## config.mk

```make
export PLATFORM = sky130hd
export DESIGN_NAME = frame_rate_window_meter_top_flat
export DESIGN_NICKNAME = d
export VERILOG_FILES = /design/src/design/fwm_pkg.sv /design/src/design/fwm_in_if.sv /design/src/design/fwm_out_if.sv /design/src/design/fwm_ring.sv /design/src/design/fwm_seq.sv /design/src/design/frame_rate_window_meter_top.sv /design/src/flat_wrapper.sv
export SDC_FILE = /design/constraint.sdc
export NUM_CORES = 2
export LEC_CHECK = 0
export ABC_AREA = 1
export BUFFER_PORTS_ARGS = -buffer_cell sky130_fd_sc_hd__buf_2
export CORE_MARGIN = 2
export CORE_UTILIZATION = 31
export DETAILED_ROUTE_END_ITERATION = 8
export PLACE_DENSITY_LB_ADDON = 0.08
export REMOVE_ABC_BUFFERS = 1
export SYNTH_ARGS = -nofsm -noshare
export SYNTH_HDL_FRONTEND = slang
export SYNTH_SLANG_ARGS = --single-unit
```

## constraint.sdc

```tcl
create_clock -name i_clk -period 12.7 [get_ports i_clk]
set_clock_uncertainty 0.2 [all_clocks]
set_input_delay 1.905 -clock i_clk [delete_from_list [all_inputs] [get_ports i_clk]]
set_output_delay 1.905 -clock i_clk [all_outputs]
set_load 0.1 [all_outputs]
```

## src/design/fwm_pkg.sv

```systemverilog
package fwm_pkg;

    // Field widths fixed by the item format.
    localparam int TS_W  = 64;
    localparam int DUR_W = 32;
    localparam int FPS_W = 6;
    localparam int SUM_W = DUR_W + 1;

    // Default window depth and one-second threshold after reset.
    localparam int               WINDOW_FRAMES_DEF = 61;
    localparam logic [DUR_W-1:0] ONE_SECOND_RESET  = 32'd46882320;

    // Operation codes of an input item.
    localparam logic OP_FRAME   = 1'b0;
    localparam logic OP_SET_REF = 1'b1;

    // Write request into the duration ring.
    typedef struct packed {
        logic             en;
        logic [DUR_W-1:0] data;
    } t_ring_wr;

endpackage

```

## src/design/fwm_in_if.sv

```systemverilog
interface fwm_in_if;
    import fwm_pkg::*;

    logic            valid;
    logic            ready;
    logic            operation;
    logic [TS_W-1:0] timestamp;

    modport source (output valid, output operation, output timestamp, input ready);
    modport sink   (input valid, input operation, input timestamp, output ready);

endinterface

```

## src/design/fwm_out_if.sv

```systemverilog
interface fwm_out_if;
    import fwm_pkg::*;

    logic             valid;
    logic             ready;
    logic [FPS_W-1:0] fps_estimate;

    modport source (output valid, output fps_estimate, input ready);
    modport sink   (input valid, input fps_estimate, output ready);

endinterface

```

## src/design/fwm_ring.sv

```systemverilog
module fwm_ring #(
    parameter int WINDOW_FRAMES = fwm_pkg::WINDOW_FRAMES_DEF,
    parameter int SLOT_W        = $clog2(WINDOW_FRAMES)
) (
    input  logic                      i_clk,
    input  logic                      i_rst_n,
    input  fwm_pkg::t_ring_wr         i_wr,
    input  logic [SLOT_W-1:0]         i_wr_addr,
    input  logic [SLOT_W-1:0]         i_rd_addr,
    output logic [fwm_pkg::DUR_W-1:0] o_rd_data
);
    import fwm_pkg::*;

    logic [DUR_W-1:0]         r_mem [WINDOW_FRAMES];
    logic [WINDOW_FRAMES-1:0] r_vld;
    logic [DUR_W-1:0]         r_rd_data;
    logic                     r_rd_vld;

    // Duration storage, one write and one registered read per cycle.
    always_ff @(posedge i_clk) begin
        if (i_wr.en) begin
            r_mem[i_wr_addr] <= i_wr.data;
        end
        r_rd_data <= r_mem[i_rd_addr];
    end

    // Written flags; an entry never written reads as a zero-length frame.
    always_ff @(posedge i_clk) begin
        if (!i_rst_n) begin
            r_vld    <= '0;
            r_rd_vld <= 1'b0;
        end else begin
            if (i_wr.en) begin
                r_vld[i_wr_addr] <= 1'b1;
            end
            r_rd_vld <= r_vld[i_rd_addr];
        end
    end

    assign o_rd_data = r_rd_vld ? r_rd_data : '0;

endmodule

```

## src/design/fwm_seq.sv

```systemverilog
module fwm_seq #(
    parameter int WINDOW_FRAMES = fwm_pkg::WINDOW_FRAMES_DEF,
    parameter int SLOT_W        = $clog2(WINDOW_FRAMES)
) (
    input  logic                      i_clk,
    input  logic                      i_rst_n,
    input  logic [fwm_pkg::DUR_W-1:0] i_threshold,
    fwm_in_if.sink                    i_in,
    fwm_out_if.source                 o_out,
    output fwm_pkg::t_ring_wr         o_wr,
    output logic [SLOT_W-1:0]         o_wr_addr,
    output logic [SLOT_W-1:0]         o_rd_addr,
    input  logic [fwm_pkg::DUR_W-1:0] i_rd_data
);
    import fwm_pkg::*;

    localparam int CNT_W = $clog2(WINDOW_FRAMES + 1);

    localparam logic [1:0] S_IDLE  = 2'd0;
    localparam logic [1:0] S_WALK  = 2'd1;
    localparam logic [1:0] S_FLUSH = 2'd2;

    logic [1:0]       r_state, n_state;
    logic [TS_W-1:0]  r_ref, n_ref;
    logic [SLOT_W-1:0] r_wslot, n_wslot;
    logic [SLOT_W-1:0] r_pos, n_pos;
    logic [CNT_W-1:0] r_cnt, n_cnt;
    logic [SUM_W-1:0] r_sum, n_sum;
    logic             r_pend, n_pend;
    logic [CNT_W-1:0] r_est, n_est;
    logic             r_out_vld, n_out_vld;
    logic [FPS_W-1:0] r_out_fps, n_out_fps;

    logic             accept;
    logic [TS_W-1:0]  elapsed;
    logic [SUM_W-1:0] sum_add;
    logic [CNT_W-1:0] cnt_inc;

    assign accept  = i_in.valid && i_in.ready;
    assign elapsed = i_in.timestamp - r_ref;
    assign sum_add = r_sum + {1'b0, i_rd_data};
    assign cnt_inc = r_cnt + CNT_W'(1);

    // Ring access: a frame item writes at the current slot, the walk reads backwards.
    assign o_wr.en   = accept && (i_in.operation == OP_FRAME);
    assign o_wr.data = elapsed[DUR_W-1:0];
    assign o_wr_addr = r_wslot;
    assign o_rd_addr = r_pos;

    assign i_in.ready         = (r_state == S_IDLE);
    assign o_out.valid        = r_out_vld;
    assign o_out.fps_estimate = r_out_fps;

    // Next-state logic of the walk sequencer.
    always_comb begin
        n_state   = r_state;
        n_ref     = r_ref;
        n_wslot   = r_wslot;
        n_pos     = r_pos;
        n_cnt     = r_cnt;
        n_sum     = r_sum;
        n_pend    = r_pend;
        n_est     = r_est;
        n_out_vld = r_out_vld;
        n_out_fps = r_out_fps;

        if (r_out_vld && o_out.ready) begin
            n_out_vld = 1'b0;
        end

        case (r_state)
            S_IDLE: begin
                if (accept) begin
                    n_ref = i_in.timestamp;
                    if (i_in.operation == OP_FRAME) begin
                        n_wslot = (r_wslot == SLOT_W'(WINDOW_FRAMES - 1)) ?
                                  '0 : r_wslot + SLOT_W'(1);
                        n_pos   = r_wslot;
                        n_cnt   = '0;
                        n_sum   = '0;
                        n_pend  = 1'b0;
                        n_state = S_WALK;
                    end
                end
            end
            S_WALK: begin
                // Issue the next read each cycle; consume the one issued last cycle.
                n_pos  = (r_pos == '0) ? SLOT_W'(WINDOW_FRAMES - 1) : r_pos - SLOT_W'(1);
                n_pend = 1'b1;
                if (r_pend) begin
                    n_sum = sum_add;
                    n_cnt = cnt_inc;
                    if (sum_add > {1'b0, i_threshold}) begin
                        n_est   = cnt_inc;
                        n_state = S_FLUSH;
                    end else if (cnt_inc == CNT_W'(WINDOW_FRAMES)) begin
                        n_est   = CNT_W'(WINDOW_FRAMES - 1);
                        n_state = S_FLUSH;
                    end
                end
            end
            S_FLUSH: begin
                // Hand the result to the output register once it is free.
                if (!r_out_vld || o_out.ready) begin
                    n_out_vld = 1'b1;
                    n_out_fps = FPS_W'(r_est);
                    n_state   = S_IDLE;
                end
            end
            default: begin
                n_state = S_IDLE;
            end
        endcase
    end

    // Control registers.
    always_ff @(posedge i_clk) begin
        if (!i_rst_n) begin
            r_state   <= S_IDLE;
            r_ref     <= '0;
            r_wslot   <= '0;
            r_pend    <= 1'b0;
            r_out_vld <= 1'b0;
        end else begin
            r_state   <= n_state;
            r_ref     <= n_ref;
            r_wslot   <= n_wslot;
            r_pend    <= n_pend;
            r_out_vld <= n_out_vld;
        end
    end

    // Walk datapath registers.
    always_ff @(posedge i_clk) begin
        r_pos     <= n_pos;
        r_cnt     <= n_cnt;
        r_sum     <= n_sum;
        r_est     <= n_est;
        r_out_fps <= n_out_fps;
    end

endmodule

```

## src/design/frame_rate_window_meter_top.sv

```systemverilog
// Frame item: occupies the block while the walk sums n ring entries (n from 1 to
// WINDOW_FRAMES); the walk reads one duration per cycle from the ring memory, and
// the result goes to the output register once the walk ends and that register is free.
// A set-reference item only loads the reference time and gives no result.
// Reset (synchronous, active low) clears the ring's written flags, the write slot
// and the reference time, and loads the one-second threshold with its default.
module frame_rate_window_meter_top #(
    parameter int WINDOW_FRAMES = fwm_pkg::WINDOW_FRAMES_DEF
) (
    input  logic                      i_clk,
    input  logic                      i_rst_n,
    input  logic                      i_cfg_we,
    input  logic [fwm_pkg::DUR_W-1:0] i_cfg_wdata,
    fwm_in_if.sink                    i_in,
    fwm_out_if.source                 o_out
);
    import fwm_pkg::*;

    localparam int SLOT_W = $clog2(WINDOW_FRAMES);

    logic [DUR_W-1:0]  r_one_second;
    t_ring_wr          ring_wr;
    logic [SLOT_W-1:0] ring_wr_addr;
    logic [SLOT_W-1:0] ring_rd_addr;
    logic [DUR_W-1:0]  ring_rd_data;

    // One-second threshold register.
    always_ff @(posedge i_clk) begin
        if (!i_rst_n) begin
            r_one_second <= ONE_SECOND_RESET;
        end else if (i_cfg_we) begin
            r_one_second <= i_cfg_wdata;
        end
    end

    fwm_seq #(
        .WINDOW_FRAMES (WINDOW_FRAMES),
        .SLOT_W        (SLOT_W)
    ) u_seq (
        .i_clk       (i_clk),
        .i_rst_n     (i_rst_n),
        .i_threshold (r_one_second),
        .i_in        (i_in),
        .o_out       (o_out),
        .o_wr        (ring_wr),
        .o_wr_addr   (ring_wr_addr),
        .o_rd_addr   (ring_rd_addr),
        .i_rd_data   (ring_rd_data)
    );

    fwm_ring #(
        .WINDOW_FRAMES (WINDOW_FRAMES),
        .SLOT_W        (SLOT_W)
    ) u_ring (
        .i_clk     (i_clk),
        .i_rst_n   (i_rst_n),
        .i_wr      (ring_wr),
        .i_wr_addr (ring_wr_addr),
        .i_rd_addr (ring_rd_addr),
        .o_rd_data (ring_rd_data)
    );

endmodule

```

## src/flat_wrapper.sv

```systemverilog
// flat-port wrapper written by rule: the top's interface ports become plain ports
module frame_rate_window_meter_top_flat import fwm_pkg::*;
#(
    parameter int WINDOW_FRAMES = fwm_pkg::WINDOW_FRAMES_DEF
)
  (i_clk, i_rst_n, i_cfg_we, i_cfg_wdata, i_in_valid, i_in_operation, i_in_timestamp, i_in_ready, o_out_valid, o_out_fps_estimate, o_out_ready);
  fwm_in_if i_in_i ();
  fwm_out_if o_out_i ();
  input  logic i_clk;
  input  logic i_rst_n;
  input  logic i_cfg_we;
  input  logic [fwm_pkg::DUR_W-1:0] i_cfg_wdata;
  input wire logic [$bits(i_in_i.valid)-1:0] i_in_valid;
  input wire logic [$bits(i_in_i.operation)-1:0] i_in_operation;
  input wire logic [$bits(i_in_i.timestamp)-1:0] i_in_timestamp;
  output wire logic [$bits(i_in_i.ready)-1:0] i_in_ready;
  output wire logic [$bits(o_out_i.valid)-1:0] o_out_valid;
  output wire logic [$bits(o_out_i.fps_estimate)-1:0] o_out_fps_estimate;
  input wire logic [$bits(o_out_i.ready)-1:0] o_out_ready;
  assign i_in_i.valid = i_in_valid;
  assign i_in_i.operation = i_in_operation;
  assign i_in_i.timestamp = i_in_timestamp;
  assign i_in_ready = i_in_i.ready;
  assign o_out_valid = o_out_i.valid;
  assign o_out_fps_estimate = o_out_i.fps_estimate;
  assign o_out_i.ready = o_out_ready;
  frame_rate_window_meter_top #(.WINDOW_FRAMES(WINDOW_FRAMES)) u_core (.i_clk(i_clk), .i_rst_n(i_rst_n), .i_cfg_we(i_cfg_we), .i_cfg_wdata(i_cfg_wdata), .i_in(i_in_i), .o_out(o_out_i));
endmodule
```

==> out/qor.txt <==
CP endpoint kind -> flop
Avg Inst Size Synth -> 12.9 sq um
Placeable Area -> 0.282 sq mm
Resize count post-CTS -> 0
Clock buffer depth -> 4
R2R Setup Slk -> 7.48 ns
Asr flop ratio synth -> 0
Clk Latency, worst-skew pair -> 0.87 ns
Antenna-violating nets left -> 0
Placed Area -> 0.0930 sq mm
Critical path class -> in2reg
Die Wd -> 535 um
Hold Startpoint -> u_core.u_seq.r_est[4]$_SDFFCE_PP1P_
Drt first pass iters -> 5
Cell taking the most area after synthesis -> edfxtp_1
MaxCap Viol Count -> 0
DIE AREA -> 0.287 sq mm
I/O Pins -> 110
CP startpoint kind -> primary input
Wirelength per Cell -> 27.0 um
Slowest stage cell, crit path -> nand4_1
Setup bufs post-CTS -> 0
Max Clock Freq -> 0.186 GHz
Most frequent cells in the layout -> 2,009 x edfxtp_1, 956 x nor2_1, 808 x o21ai_0, 483 x o221ai_1, 445 x nand2_1
Initial antenna violation count -> 9
Crit-path cells -> buf_2 > inv_1 > nor2_4 > inv_2 > nor2_2 > nand4_1 > nor2_4 > buf_4
Crit path time final -> 5.38 ns
Hpwl dp -> 145 mm
DRC -> 0
Synth top area share -> 0.689
Post-synthesis instance total -> 6,762
EDFF count, synth -> 2,009
Gpl congestion -> 0.781
Layout cell share with drive strength beyond 1 -> 0.103
Grt ovf -> 0
1st-iter DRT viols -> 4,829
Power Density -> 181 mW/mm^2
Buf/Inv on CP -> 4
RSZ-0062 raised after global routing -> false
Status -> complete, no violations
Rel. slew slack -> 0.283
Reg2Reg Capture Point -> u_core.u_ring.r_rd_data[13]$_DFF_P_
Flops & latches, synth -> 2,177
Vias per std cell -> 5.20
Port bufs -> 77
Delay-heaviest family, CP -> simple AND/OR/NAND/NOR gates
Layout area overhead -> 15.4%
Post-Route WL -> 290 mm
Commonest non-fill, non-tap cell in the layout -> edfxtp_1
CTS Root Cell -> clkbuf_16
Ys flop type -> edfxtp_1
Synth cell types -> 60
Max-slew violations -> 0
Main area contributors after synthesis -> edfxtp_1 69%, o221ai_1 4.8%, o21ai_0 4.6%
Peak VDD IR -> 0.000122 V
Worst-path clk slew -> 0.06 ns
Net count, final -> 7,002
Most used cell, CP -> nor2_4
Total track usage -> 0.197
Hold Buf Count CTS -> 0
Tot Pwr -> 0.0183 W
Num CTS Buffers -> 263
Final setup viols -> 0
Leak pwr -> 32.8 nW
Synth warn -> 0
Seq/Total Area, Yosys -> 0.728
First-pass GRT wire length -> 410 mm
Worst Path Arrival -> 5.65 ns
Fin. Hold Viols -> 0
Cell depth of the worst hold path -> 0
Reg2reg start -> u_core.u_seq.o_rd_addr[0]$_DFFE_PP_
CP max stage delay -> 0.85 ns
Final period util -> 0.423
Die Y -> 535 um
Post-Synthesis Cell Area -> 0.0875 sq mm
Rows -> 195
Worst Hold End -> u_core.u_seq.o_out.fps_estimate[4]$_DFFE_PP_
Hold crit path type -> reg2reg
H-tree Lvls -> 5
Vias -> 55,927
Vias in the first global route -> 55,540
Slew @ Worst Pin -> 1.08 ns
Reg2reg path depth -> 10
Largest net degree at the start of global routing -> 148
CP Data Required Time -> 12.97 ns
Fin area -> 0.101 sq mm
Clock sink total -> 2,177
CTS tree -> done
Crit path max fanout -> 60
Initial cell density of the core -> 0.311
## where the power goes
| group | leakage (nW) | switching [W] | internal (W) |
|---|---|---|---|
| sequential | 19.5 | 0.0000266 | 0.00844 |
| combinational | 9.40 | 0.00215 | 0.000565 |
| clock | 3.90 | 0.00298 | 0.00414 |
| total | 32.8 | 0.00516 | 0.0131 |
## how the worst max path moves through the flow
stage / startpoint / end / slack (ns) / cells after the start
finish: i_in_valid / u_core.u_ring.r_mem[31][24]$_DFFE_PP_ / 7.32 / 8
global route: i_in_valid / u_core.u_ring.r_mem[31][28]$_DFFE_PP_ / 7.18 / 8
CTS: i_in_valid / u_core.u_ring.r_mem[31][14]$_DFFE_PP_ / 7.37 / 8
detailed placement: i_in_valid / u_core.u_ring.r_mem[31][24]$_DFFE_PP_ / 6.44 / 8
global placement: i_in_valid / u_core.u_ring.r_mem[31][24]$_DFFE_PP_ / 6.48 / 8
floorplan: u_core.u_seq.o_rd_addr[0]$_DFFE_PP_ / u_core.u_seq.o_rd_addr[5]$_DFFE_PP_ / -24.66 / 8
## flip-flops by register name, indices dropped and copies added, names as in the netlist
register / cells
u_core.r_one_second: 32
u_core.u_ring.r_mem: 1952
u_core.u_ring.r_rd_data: 32
u_core.u_ring.r_rd_vld: 1
u_core.u_ring.r_vld: 61
u_core.u_seq.o_out.fps_estimate: 6
u_core.u_seq.o_out.valid: 1
u_core.u_seq.o_rd_addr: 6
u_core.u_seq.o_wr_addr: 6
u_core.u_seq.r_cnt: 6
u_core.u_seq.r_est: 6
u_core.u_seq.r_pend: 1
u_core.u_seq.r_ref: 32
u_core.u_seq.r_state: 2
u_core.u_seq.r_sum: 33
## cell families (layout without fill, tap and decap cells)
group	after synthesis	count (layout)	share of synthesized area
adder cells (fa/ha/maj)	102	102	0.0147
AND/OR/NAND/NOR	1806	1806	0.0833
buffers and inverters	707	940	0.0323
AO/OA/AOI/OAI	1907	1907	0.136
flip-flops	2177	2177	0.728
XOR/XNOR	63	63	0.00630
other	0	19	0
## per-layer routing
metal,part of all wire,vias up,track usage
met2,0.46,1390,0.315
met1,0.47,28600,0.284
met3,0.047,353,0.0254
li1,-,25584,-
met5,0,-,0
met4,0.022,0,0.0487
## per-stage QoR
stage	hold WS (ns)	instances	setup WS [ns]	TNS, ns	utilization
after floorplan	0.200	6301	-24.66	-960.26	-
after global placement	0.206	10276	6.48	0	0.330
after detailed placement	0.207	10276	6.44	0	0.330
after CTS	0.220	10738	7.37	0	0.359
after global routing	0.229	10739	7.18	0	0.359
final	0.218	10757	7.32	0	0.359
## area by class of cell
| cell class | instances | area, sq um |
|---|---|---|
| Clock inverter | 97 | 761 |
| Tap cell | 3743 | 4680 |
| Fill cell | 27328 | 181000 |
| Antenna cell | 19 | 47.5 |
| Sequential cell | 2177 | 63700 |
| Inverter | 246 | 962 |
| Multi-Input combinational cell | 3878 | 22000 |
| Timing Repair Buffer | 232 | 1660 |
| Clock buffer | 365 | 7260 |
## synthesized netlist by cell type (3+ instances only)
cell      instances
ha_1            100
a31o_2           14
o221ai_1        483
dfxtp_1         168
nand3_1         284
nand2_2           5
o21ai_1          35
xnor2_1          20
o21ai_0         809
a211oi_1          3
buf_6             5
nor3_1           23
nand2_1         446
nor2_1         1016
nand3b_1          4
o21a_1            3
xor2_1           43
o22ai_1          48
inv_2             8
o211ai_1         70
edfxtp_1       2009
o21ai_2           7
buf_4             9
a31oi_1          46
buf_1            48
nand3_2           4
nor2_2            3
clkbuf_1        319
a21boi_2          4
a21o_1            5
inv_1           237
buf_2            80
nand4_1          12
a21oi_1         358
nor4_1            3
Power figures use the tool's default switching activity.
